`src/ppsb_pkg.sv`:
```
// Package for the ping-pong sample buffer: sizes, operation codes, controller states
// and the command struct passed from the controller to the datapath.
// No dependencies.
package ppsb_pkg;

  localparam int BYTES_PER_SAMPLE  = 14;
  localparam int SAMPLES_PER_TABLE = 256;
  localparam int TABLE_BYTES       = BYTES_PER_SAMPLE * SAMPLES_PER_TABLE;
  localparam int MEM_DEPTH         = 2 * TABLE_BYTES;

  localparam int BPOS_W = (BYTES_PER_SAMPLE > 1) ? $clog2(BYTES_PER_SAMPLE) : 1;
  localparam int SCNT_W = $clog2(SAMPLES_PER_TABLE);
  localparam int OFF_W  = $clog2(TABLE_BYTES);
  localparam int ADDR_W = $clog2(MEM_DEPTH);

  // Fixed field widths of the stream payloads.
  localparam int DATA_W  = 8;
  localparam int RADDR_W = 12;

  typedef enum logic [1:0] {
    OP_STORE   = 2'd0,
    OP_READ    = 2'd1,
    OP_RELEASE = 2'd2,
    OP_NOP     = 2'd3
  } ppsb_op_e;

  typedef enum logic {
    S_IDLE = 1'b0,
    S_READ = 1'b1
  } ppsb_state_e;

  typedef struct packed {
    logic exec;       // execute a store, release or no-op this cycle
    logic rd_en;      // launch a table read
    logic load_now;   // load the output register from the executed operation
    logic load_read;  // load the output register from the read data
  } ppsb_cmd_t;

endpackage

```
`src/ppsb_ctrl.sv`:
```
// Controller of the ping-pong sample buffer: input/output handshake and
// read sequencing. Depends on ppsb_pkg.
module ppsb_ctrl
  import ppsb_pkg::*;
(
  input  logic      clk_i,
  input  logic      rst_ni,
  input  logic      in_valid_i,
  output logic      in_ready_o,
  input  ppsb_op_e  in_op_i,
  output logic      out_valid_o,
  input  logic      out_ready_i,
  output ppsb_cmd_t cmd_o
);

  ppsb_state_e state_q, state_d;
  logic        out_valid_q, out_valid_d;
  logic        out_free;

  always_ff @(posedge clk_i or negedge rst_ni) begin
    if (!rst_ni) begin
      state_q     <= S_IDLE;
      out_valid_q <= 1'b0;
    end else begin
      state_q     <= state_d;
      out_valid_q <= out_valid_d;
    end
  end

  always_comb begin
    out_free    = !out_valid_q || out_ready_i;
    state_d     = state_q;
    out_valid_d = out_valid_q && !out_ready_i;
    in_ready_o  = 1'b0;
    cmd_o       = '0;
    unique case (state_q)
      S_IDLE: begin
        in_ready_o = out_free;
        if (in_valid_i && out_free) begin
          if (in_op_i == OP_READ) begin
            cmd_o.rd_en = 1'b1;
            state_d     = S_READ;
          end else begin
            cmd_o.exec     = 1'b1;
            cmd_o.load_now = 1'b1;
            out_valid_d    = 1'b1;
          end
        end
      end
      S_READ: begin
        // The read data is held until the output register can take it.
        if (out_free) begin
          cmd_o.load_read = 1'b1;
          out_valid_d     = 1'b1;
          state_d         = S_IDLE;
        end
      end
      default: state_d = S_IDLE;
    endcase
  end

  assign out_valid_o = out_valid_q;

endmodule

```
`config.mk`:
```
export PLATFORM = sky130hd
export DESIGN_NAME = ppsb_ctrl
export DESIGN_NICKNAME = d
export VERILOG_FILES = /design/src/ppsb_pkg.sv /design/src/ppsb_ctrl.sv
export SDC_FILE = /design/constraint.sdc
export NUM_CORES = 1
export LEC_CHECK = 0
export ABC_AREA = 1
export BUFFER_PORTS_ARGS = -buffer_cell sky130_fd_sc_hd__buf_2
export CAP_MARGIN = 20
export CELL_PAD_IN_SITES_DETAIL_PLACEMENT = 0
export CELL_PAD_IN_SITES_GLOBAL_PLACEMENT = 1
export CORE_AREA = 2 2 39 41
export CTS_CLUSTER_SIZE = 25
export DETAILED_ROUTE_END_ITERATION = 10
export DIE_AREA = 0 0 41 43
export PLACE_DENSITY = 0.49
export SYNTH_ARGS = -nofsm -noshare
export SYNTH_HDL_FRONTEND = slang
export SYNTH_SLANG_ARGS = --single-unit
export TNS_END_PERCENT = 1
```
`constraint.sdc`:
```
create_clock -name clk_i -period 1.6 [get_ports clk_i]
set_input_delay 0 -clock clk_i [delete_from_list [all_inputs] [get_ports clk_i]]
set_output_delay 0 -clock clk_i [all_outputs]
set_load 0.02 [all_outputs]
```
Yosys cells after proc, flatten, opt, wreduce, memory -nomap -nowiden
Index checks and enable logic that the tools add are counted.
{"block": "totals", "wordCells": 23, "output_inout_bits": 6, "inputBits": 6, "ff_bits": 2}
{"block": "op_classes", "n_reduce_logical": 5, "muxes": 14, "eq_ne": 1, "bitwise_logic": 1}
{"operator": "$mux W1", "n": 10}
{"operator": "$mux W3", "n": 2}
{"operator": "$pmux W1 S2", "n": 2}
{"operator": "$eq A2 B1 Y1 const B", "n": 1}
{"operator": "$logic_and A1 B1 Y1", "n": 2}
{"operator": "$logic_not A1 Y1", "n": 2}
{"operator": "$logic_or A1 B1 Y1", "n": 1}
{"operator": "$not A1 Y1", "n": 1}

Longest topological paths before layout
Gate-level depths: netlist (run 1).
{"block": "depth", "ltp_word": 5, "ltp_mapped": 5, "depth_no_buf": 5}

Worst setup path after synthesis (run 1)
OpenSTA, ideal clock, no wires.
{"block": "synth_timing", "path_kind": "flip-flop to output port", "from": "register out_valid_q, in the netlist out_valid_o", "to": "output port cmd_o[3] in the netlist's numbering", "arrival_time_ps": 1192, "required_time_ps": 1600, "path_stages_with_launch": 5, "path_slack_ps": 408, "cell_sequence": "dfrtp_1 -> nand2_4 -> nand3_2 -> nor2_1 -> buf_4"}
{"item": "from (decl)", "line": "ppsb_ctrl.sv:17", "rtl": "logic out_valid_q, out_valid_d;"}
{"item": "from (signal assigned)", "line": "ppsb_ctrl.sv:26", "rtl": "out_valid_q <= out_valid_d;"}
{"item": "to (decl)", "line": "ppsb_ctrl.sv:13", "rtl": "output ppsb_cmd_t cmd_o"}

==> results.md, run 1 <==
- The areal power density over the cells is 1030 nW/µm².
- Combinational cells account for 30.4% of the total power.
- The starting utilization of the core area is 10.5%.
- The count of synthesis-stage warnings from yosys is 0.
- TritonCTS built the clock tree.
- Cells with a size suffix above 1 make up 69.7% of the layout.
- The worst setup path is launched from a flop.
- Entering global routing, the biggest net connects 4 pins.
- Internal power comes to 0.168 mW.
- For this run, design rule violations remaining after detail routing come to 0.
- The die is 41 µm wide.
- The minimum clock period after layout is 1.07 ns.
- The kind of capture point of the worst setup path is a primary output.
- The floorplan step set the die height to 43 µm.
- Per report_power, the clock group accounts for 44.8% of the total.
- The wire length of the first global-routing pass is 545 µm.
- The maximum fanout along the worst path is 3.
- The share of the Yosys chip area taken by registers is 34.5%.
- After technology mapping, the gate count stands at 19.
- TritonCTS created 3 clock buffers.
- The overall fraction of global-route tracks in use is 5.32%.
- The count of final hold-check violations is 0.
- The number of diodes added for antenna fixing is 0.
- The worst slew margin relative to its limit is 91.9%.
- In this run the number of H-tree levels came out at 1.
- Summed over all nets, the switching power comes to 0.0849 mW.
- In the layout the commonest cells are buf_2 (11), inv_2 (5), nand2_1 (3), nor2_1 (3), clkbuf_4 (3).
- The final number of max-transition violations came to 0.
- The flow ran to the end, and the final reports show no timing, DRC or antenna violations.
- The net switching share of the total power is 33.6%.
- A synthesized cell averages 7.64 µm².
- The signal on the critical path passes through nand2_4 > nand3_2 > nor2_1 > buf_2.
- The count of input and output buffers is 11.
- The weighted congestion at the end of routability-driven global placement is 0.644.
- The number of antenna violations at the first check in global routing is 0.
- No sink is reached through more buffers than the 2 on the longest clock path.
- The first detailed-routing pass ran for 2 iterations.
- Across the routed clock network, the largest skew measured is 0.00407 ns.
- The post-detailed-placement cell area is 213 µm².
- The finished cells cover 245 µm².
- The slowest library cell on the worst path is dfrtp_1.
- At the pin with the least slew margin, the transition time is 0.121 ns.
- The setup-violating endpoint count in the final report is 0.
- Setup repair after global routing left no endpoint under its margin.
- The total length of routed wires is 342 µm.
- The final setup slack of the worst path is 0.528 ns.
- IR analysis of the VDD net gives a maximum drop of 0.000209 V.
- The cell area that synthesis handed to floorplanning was 145 µm².
- The power consumption is 0.253 mW.
- For this run, the slowest stage of the critical path takes 0.39 ns.
- Detailed placement finished with a half-perimeter wire length of 271 µm.
- The arrival time at the worst endpoint is 1.07 ns.
- After floorplanning, the core was divided into 14 placement rows.
- In the final routed layout, each cell accounts on average for 6.98 µm.
- The placement-stage worst setup slack is 0.751 ns.
- The synthesized design contains 2 register bits.
- In this run the worst hold path is classified as input port to flop.
- The setup path with the least slack is of type flop to primary output.
- Max-cap violations in this run came to 0.
- The signed area change from the synthesized netlist to the final layout is 69.0%.
- The die outline area is 1760 µm².
- The portion of total power attributed to sequential cells is 24.8%.
- The number of distinct standard cells referenced by the synthesized netlist is 9.
- The total clock sinks is 2.
- The detailed-route via count is 153.
- The final critical path takes up 67.0% of the cycle.
- For this run, the post-layout net count is 41.
- The first routing iteration left 2 violations.
- Leaving out fill and tap cells, the most frequent cell in the layout is buf_2.
- The total nets after synthesis is 25.
- During I/O placement, the number of pins put on the boundary was 12.
- Once the clock tree was built, the resizer swapped 0 gates to a different size.
- The clock latency on the worst-skew pair is 0.22 ns.
- In the final timing run, aggregate negative setup slack is 0 ns.
- After clock tree synthesis, the setup repair step added 0 buffers.
- The highest achievable clock rate is 0.933 GHz.
- The total grt overflow is 0.
- In this run the static leakage power is 0.145 nW.
- The root buffer cell chosen for the clock tree is clkbuf_4.
- The data required time of the worst path is 1.60 ns.
- The via count normalized by instance count is 3.12.
- The clock input transition at the sequential cells of the worst setup and hold paths is 0.03 ns.
- The count of nets left with antenna violations once routing finished came out at 0.
- The total area inside the core boundary comes to 1380 µm².
- The quantity of hold-fixing buffers added after cts is 1.
- The via count of the first global-routing pass was 142.
-- power by group through the flow --
stage / registers (mW) / clock network, mW / logic, mW
4_1_cts: 0.0627 / 0.121 / 0.0779
5_1_grt: 0.0637 / 0.134 / 0.0845
6_report: 0.0626 / 0.113 / 0.0768
3_5_place_dp: 0.0632 / 0 / 0.0760
2_1_floorplan: 0.0681 / 0 / 0.0480
3_3_place_gp: 0.0633 / 0 / 0.0774
-- stage by stage --
step	hold WS, ns	utilization [%]	instances
floorplan	-0.296	-	19
global placement	-0.213	15.4	45
detailed placement	-0.211	15.4	45
CTS	0.0536	17.7	49
global route	0.0508	17.7	49
finish	0.0576	17.7	49
-- state kept, by name, indices dropped and copies added (netlist names) --
register	cells
state_q	1
out_valid_o	1
-- final timing paths --
path / end / slack (ns) / startpoint / cells past startpoint
setup / recovery: cmd_o[3] / 0.53 / out_valid_o / 4
hold / removal: out_valid_o / 0.06 / in_valid_i / 3
setup reg to reg: out_valid_o / 0.83 / out_valid_o / 4
hold reg to reg: state_q / 0.53 / state_q / 2
max in group asynchronous: out_valid_o / 1.41 / rst_ni / 2
min in group asynchronous: state_q / 0.09 / rst_ni / 2
-- cells in the mapped netlist --
| cell | instances | area share, % |
|---|---|---|
| o21ai_2 | 1 | 6.0 |
| dfrtp_1 | 2 | 34 |
| nand2_4 | 2 | 16 |
| inv_2 | 5 | 13 |
| nand3_1 | 1 | 3.4 |
| nand2_1 | 3 | 7.8 |
| nor2_1 | 3 | 7.8 |
| buf_4 | 1 | 5.2 |
| nand3_2 | 1 | 6.9 |
-- worst max-delay path: cells and delay by family (launching register included) --
kind                   cells  cell delay [ns]
flip-flops                 1             0.39
AND/OR/NAND/NOR            3             0.28
buffers and inverters      1             0.18
-- routing by layer --
layer / vias to the layer above / global-route usage [%] / wire length [µm] / part of all wire, %
li1: 83 / - / - / -
met1: 62 / 6.41 / 180 / 53
met2: 8 / 4.69 / 126 / 37
met3: 0 / 4.71 / 35 / 10
met4: 0 / 6.00 / 0 / 0
met5: - / 0 / 0 / 0
-- cell families after synthesis --
group                  share of synthesized area, %
flip-flops                                     34.5
AO/OA/AOI/OAI                                  6.04
AND/OR/NAND/NOR                                41.4
buffers and inverters                          18.1
-- layout make-up --
| type | instances | area, µm² |
|---|---|---|
| fillers | 160 | 1140 |
| multi-input cells | 11 | 68.8 |
| repair buffers | 12 | 65.1 |
| flip-flops and latches | 2 | 50.0 |
| clock buffers | 3 | 22.5 |
| well taps | 16 | 20.0 |
| inverters | 5 | 18.8 |
Note: power is estimated with default switching activity, not from simulation.
==> run 2: changes to the inputs <==
Settings changed: PLACE_DENSITY 0.49 to 0.51.
Clock period 1.6 ns to 0.9 ns, I/O delays scaled along.
==> results.md, run 2 (same netlist as run 1, synthesis figures left out) <==
- The die outline area came to 1760 µm² (unchanged).
- The max-capacitance violation count was 0 (unchanged).
- The met2 wirelength from detailed routing is 133 µm (was 126 µm).
- The number of levels in the clock H-tree is 1 (unchanged).
- The final cell area excluding filler cells is 302 µm² (was 245 µm²).
- The maximum fanout along the worst path is 3 (unchanged).
- The number of rows in the core area is 14 (unchanged).
- The number of diodes added for antenna fixing came to 0 (unchanged).
- The total grt overflow is 0 (unchanged).
- The most common library cell in the layout ignoring fill and taps is buf_2 (unchanged).
- The met1 wire length is 157 µm (was 180 µm).
- The peak per-stage delay on the critical path came to 0.41 ns (was 0.39 ns).
- The number of CTS-inserted buffers is 3 (unchanged).
- The final cell utilization of the core is 21.8% (was 17.7%).
- Most frequent cells in the layout: buf_2 (6), inv_2 (5) (was buf_2 (11), inv_2 (5), nand2_1 (3), nor2_1 (3), clkbuf_4 (3)).
- Chain of cells forming the critical path: nand2_4 > nand3_4 > nor2_4 > buf_6 (was nand2_4 > nand3_2 > nor2_1 > buf_2).
- The number of buffers on the longest clock path is 2 (unchanged).
- The final cycle utilization of the critical path is 116%.
- The final net count is 42 (was 41).
- The total of fill cells in the finished design is 154 (was 160).
- The largest voltage drop on the vdd net is 0.000303 V (was 0.000209 V).
- The worst clock skew is 0.00590 ns (was 0.00407 ns).
- The die span in y is 43 µm (unchanged).
- The average routed wire per standard cell is 6.51 µm (was 6.98 µm).
- The multi-input logic area is 88.8 µm² (was 68.8 µm²).
- The detailed-route via count came to 152 (was 153).
- The signed area change from the synthesized netlist to the final layout was 108% (was 69.0%).
- The number of antenna violations at the first check in global routing is 0 (unchanged).
- The area of the core was 1380 µm² (unchanged).
- The type of the tightest min-delay check was input port to async pin (was input port to flop).
- The clock input transition at the sequential cells of the worst setup and hold paths is 0.03 ns (about the same).
- The worst slew margin relative to its limit is 88.8% (was 91.9%).
- The minimum clock period after layout is 1.05 ns.
- The startpoint of the worst register-to-register path is out_valid_o (unchanged).
- The kind of capture point of the worst setup path is a primary output (unchanged).
- The top routing layer in use is met3 (unchanged).
- The final reports fail on setup timing.
- The tightest hold margin is 0.0908 ns (was 0.0576 ns).
- The count of nets left with antenna violations after detail routing came to 0 (unchanged).
- The wire length of the first global-routing pass is 524 µm (was 545 µm).
- The highest achievable clock rate is 0.954 GHz.
- The clock latency on the worst-skew pair is 0.23 ns (was 0.22 ns).
- The top cell family by delay on the critical path is flip-flops (unchanged).
- The worst flop-to-flop path endpoint is out_valid_o (unchanged).
- The overall fraction of global-route tracks in use is 4.81% (was 5.32%).
- The final setup slack of the worst path is -0.148 ns (was 0.528 ns).
- The buffering stage count on the worst path with inverters included was 1 (unchanged).
- The die outline width is 41 µm (unchanged).
- Result of the run: finished, violations left (was complete, no violations).
- The setup-violating endpoint count in the final report came to 5 (was 0).
- The initial detailed-routing violation count is 2 (unchanged).
- The actual slew at the worst max-slew pin is 0.169 ns (was 0.121 ns).
- The number of iterations in the first detailed-routing pass is 2 (unchanged).
- The count of final hold-check violations is 0 (unchanged).
- The via count of the first global-routing pass is 157 (was 142).
- The data required time of the worst path was 0.90 ns (was 1.60 ns).
- The arrival time at the worst endpoint was 1.05 ns (was 1.07 ns).
- The starting utilization of the core area is 10.5% (unchanged).
- The final number of max-transition violations is 0 (unchanged).
- Unrepaired setup endpoints after global routing: true (was false).
- The cell leakage power is 0.156 nW (was 0.145 nW).
- The via count normalized by instance count is 2.98 (was 3.12).
- The number of placed instances with taps included is 45 (unchanged).
- The count of input and output buffers is 11 (unchanged).
- The total I/O pin count is 12 (unchanged).
- The post-detailed-placement cell area is 229 µm² (was 213 µm²).
- The remaining routing DRC violations was 0 (unchanged).
- The largest net degree at the start of global routing came to 4 (unchanged).
- The setup slack on the worst flop-to-flop path is 0.07 ns (was 0.83 ns).
- The post-layout instance count excluding filler cells is 51 (was 49).
- The root cell of the clock tree is clkbuf_4 (unchanged).
- The slowest library cell on the worst path was dfrtp_2 (was dfrtp_1).
- The TritonCTS clock tree is done (unchanged).
- The areal power density over the cells came to 1710 nW/µm² (was 1030 nW/µm²).
- The weighted congestion at the end of routability-driven global placement is 0.555 (was 0.644).
- The startpoint type of the worst setup path is a flop (unchanged).
- The total length of routed wires is 332 µm (was 342 µm).
- The area of all sequential standard cells was 51.3 µm² (was 50.0 µm²).
- The count of cells along the worst register-to-register path was 4 (unchanged).
- The worst setup path category is flop to primary output (unchanged).
- The detailed placer's ending HPWL is 278 µm (was 271 µm).
- The share of final-layout standard cells stronger than drive strength 1 is 80.0% (was 69.7%).
- The total clock sinks is 2 (unchanged).
- The length of routed met3 wiring is 41 µm (was 35 µm).
[run 2: changes by cell type in the layout (fill, tap and decap cells not counted)]
cell      delta
dfrtp_1      -1
buf_4        +3
nand3_4      +1
clkbuf_1     +1
nand3_2      -1
nor2_4       +1
buf_6        +3
nor2_1       -3
buf_2        -5
dfrtp_2      +1
nor2_2       +2
[run 2: how the worst max path moves through the flow]
stage                startpoint  endpoint  cells past startpoint
floorplan           out_valid_o  cmd_o[3]                      4
global placement    out_valid_o  cmd_o[3]                      4
detailed placement  out_valid_o  cmd_o[1]                      4
CTS                 out_valid_o  cmd_o[1]                      4
global route        out_valid_o  cmd_o[3]                      4
finish              out_valid_o  cmd_o[1]                      4
[run 2: stage by stage]
step | setup WS, ns | total power [mW] | setup TNS (ns)
4_1_cts | -0.176 | 0.526 | -0.721
6_report | -0.148 | 0.515 | -0.576
2_1_floorplan | -0.0551 | 0.222 | -0.0551
3_3_place_gp | 0.0411 | 0.262 | 0
5_1_grt | -0.206 | 0.559 | -0.845
3_5_place_dp | 0.0413 | 0.261 | 0
[run 2: report_power, final]
group	switching (mW)	total [mW]	leakage (nW)	internal, mW
sequential	0.0118	0.114	0.0241	0.103
clock	0.0574	0.222	0.0150	0.165
combinational	0.0990	0.179	0.117	0.0797
total	0.168	0.515	0.156	0.347
[run 2: metal layers]
metal / up-vias / GRT usage, %
met5: - / 0
met4: 0 / 8.00
met3: 0 / 0
met2: 10 / 5.31
met1: 56 / 6.07
li1: 86 / -
[run 2: timing repair]
item | 4_1_cts | 5_1_grt
hold buffers | 1 | 0
buffers inserted | 1 | 0
resized for setup | 9 | 1
endpoints found under the setup margin | 5 | 5
pin swaps | 2 | 1
endpoints found under the hold margin | 2 | 0
[run 2: cell type report]
type	count	share of cell area, %
tap	16	6.64
multi-input combinational	11	29.5
timing repair buffer	13	32.0
sequential	2	17.0
clock buffer	4	8.71
inverter	5	6.22
[run 2: worst reg2reg max path, cell delays in order, from the launching register on]
cell	delay, ns
dfrtp_2	0.41
nand2_4	0.10
nand3_4	0.08
buf_4	0.14
nand2_1	0.04
==> run 3: changes to the inputs <==
Settings changed: SKIP_CTS_REPAIR_TIMING set to 1.
==> results.md, run 3 (same netlist as run 1, synthesis figures left out) <==
- The combinational fraction of design power was 34.7% (about the same).
- The top routing layer in use is met4 (was met3).
- The count of input and output buffers is 11 (unchanged).
- The internal power summed over all cells came to 0.348 mW (was 0.347 mW).
- The most common library cell in the layout ignoring fill and taps is buf_2 (unchanged).
- The max-capacitance violation count is 0 (unchanged).
- The startpoint type of the worst setup path was a flop (unchanged).
- The die span in y is 43 µm (unchanged).
- The met2 wirelength from detailed routing is 126 µm (was 133 µm).
- The net switching share of the total power was 32.6% (about the same).
- The number of CTS-inserted buffers was 3 (unchanged).
- Most frequent cells in the layout: buf_2 (6), inv_2 (5) (unchanged).
- The total length of routed wires is 334 µm (was 332 µm).
- The count of cells along the worst register-to-register path came to 4 (unchanged).
- The root cell of the clock tree is clkbuf_4 (unchanged).
- The worst setup path category is flop to primary output (unchanged).
- The power consumption is 0.516 mW (was 0.515 mW).
- The area of the core is 1380 µm² (unchanged).
- The kind of capture point of the worst setup path was a primary output (unchanged).
- The detailed placer's ending HPWL came to 278 µm (unchanged).
- The areal power density over the cells is 1710 nW/µm² (about the same).
- The average routed wire per standard cell is 6.55 µm (was 6.51 µm).
- The type of the tightest min-delay check is input port to async pin (unchanged).
- The met1 wire length is 155 µm (was 157 µm).
- The final number of max-transition violations is 0 (unchanged).
- The TritonCTS clock tree is done (unchanged).
- The via count normalized by instance count came to 3.10 (was 2.98).
- The number of buffers on the longest clock path is 2 (unchanged).
- The top cell family by delay on the critical path is flip-flops (unchanged).
- The initial detailed-routing violation count is 2 (unchanged).
- The clock latency on the worst-skew pair is 0.23 ns (about the same).
- The total of fill cells in the finished design came to 153 (was 154).
- The final cycle utilization of the critical path is 117% (was 116%).
- The worst slew margin relative to its limit is 88.8% (about the same).
- Result of the run: finished, violations left (unchanged).
- The arrival time at the worst endpoint is 1.06 ns (was 1.05 ns).
- The actual slew at the worst max-slew pin is 0.169 ns (about the same).
- The length of routed met3 wiring is 41 µm (unchanged).
- The total clock sinks is 2 (unchanged).
- The clock share of power was 43.1% (was 43.2%).
- The maximum fanout along the worst path is 3 (unchanged).
- The share of final-layout standard cells stronger than drive strength 1 is 80.0% (unchanged).
- The number of iterations in the first detailed-routing pass is 2 (unchanged).
- The cell leakage power is 0.156 nW (about the same).
- The number of diodes added for antenna fixing was 0 (unchanged).
- The largest voltage drop on the vdd net is 0.000304 V (was 0.000303 V).
- The data required time of the worst path is 0.90 ns (about the same).
- The largest net degree at the start of global routing is 4 (unchanged).
- The weighted congestion at the end of routability-driven global placement came to 0.555 (unchanged).
- The minimum clock period after layout is 1.06 ns (was 1.05 ns).
- The die outline area is 1760 µm² (unchanged).
- The total I/O pin count is 12 (unchanged).
- The buffering stage count on the worst path with inverters included is 1 (unchanged).
- The worst clock skew is 0.00627 ns (was 0.00590 ns).
- The number of levels in the clock H-tree is 1 (unchanged).
- Chain of cells forming the critical path: nand2_4 > nand3_4 > nor2_4 > buf_6 (unchanged).
- The total grt overflow is 0 (unchanged).
- The via count of the first global-routing pass is 115 (was 157).
- Violations in the final reports: setup timing (unchanged).
- The slowest library cell on the worst path was dfrtp_2 (unchanged).
- The remaining routing DRC violations is 0 (unchanged).
- The switching power summed over all nets is 0.168 mW (about the same).
- The number of rows in the core area is 14 (unchanged).
- The detailed-route via count is 158 (was 152).
- The wire length of the first global-routing pass is 462 µm (was 524 µm).
- The number of antenna violations at the first check in global routing is 0 (unchanged).
- The final setup slack of the worst path is -0.157 ns (was -0.148 ns).
- The peak per-stage delay on the critical path is 0.41 ns (about the same).
- The setup-violating endpoint count in the final report is 5 (unchanged).
- The highest achievable clock rate is 0.946 GHz (was 0.954 GHz).
- The count of final hold-check violations is 0 (unchanged).
- The portion of total power attributed to sequential cells is 22.2% (about the same).
- The die outline width is 41 µm (unchanged).
- The instance count on the critical path is 4 (unchanged).
- The clock input transition at the sequential cells of the worst setup and hold paths is 0.03 ns (about the same).
- The starting utilization of the core area was 10.5% (unchanged).
- Unrepaired setup endpoints after global routing: true (unchanged).
- The final net count was 42 (unchanged).
- The count of nets left with antenna violations after detail routing is 0 (unchanged).
- The signed area change from the synthesized netlist to the final layout is 108% (unchanged).
- The placement-stage worst setup slack came to 0.0413 ns (unchanged).
- The overall fraction of global-route tracks in use is 4.21% (was 4.81%).
-- run 3: cell counts in the layout (fill, tap and decap cells not counted) --
No cell type changed its count.
-- run 3: final timing paths --
| kind | from | end | slack [ns] |
|---|---|---|---|
| max | out_valid_o | cmd_o[1] | -0.16 |
| min | rst_ni | out_valid_o | 0.09 |
| max reg2reg | out_valid_o | out_valid_o | 0.06 |
| min reg2reg | state_q | state_q | 0.58 |
| max in group asynchronous | rst_ni | out_valid_o | 0.70 |
| min in group clk_i | in_op_i[1] | state_q | 0.11 |
-- run 3: final cells by class --
class                           count  area [µm²]  share of cell area, %
Inverter                            5        18.8                   6.22
Timing Repair Buffer               13        96.3                   32.0
Sequential cell                     2        51.3                   17.0
Clock buffer                        4        26.3                   8.71
Multi-Input combinational cell     11        88.8                   29.5
Tap cell                           16        20.0                   6.64
-- run 3: stage by stage --
step	utilization (%)	cells	setup TNS [ns]	hold slack [ns]	area (µm²)
after floorplan	-	19	-0.0551	-0.296	165
after global placement	16.5	45	0	-0.212	229
after detailed placement	16.5	45	0	-0.215	229
after CTS	18.4	49	-0.813	-0.458	255
after global routing	21.8	51	-0.896	0.0973	302
final	21.8	51	-0.612	0.0914	302
-- run 3: metal layers --
layer / GRT usage, % / vias up
met5: 0 / -
met4: 6.00 / 0
met1: 5.75 / 58
met2: 4.69 / 12
met3: 0 / 2
li1: - / 86
-- run 3: power groups by stage --
| stage | combinational, mW | sequential (mW) | clock (mW) |
|---|---|---|---|
| 6_report | 0.179 | 0.115 | 0.222 |
| 5_1_grt | 0.194 | 0.116 | 0.250 |
| 3_5_place_dp | 0.145 | 0.116 | 0 |
| 4_1_cts | 0.145 | 0.115 | 0.231 |
| 2_1_floorplan | 0.0983 | 0.124 | 0 |
| 3_3_place_gp | 0.145 | 0.116 | 0 |
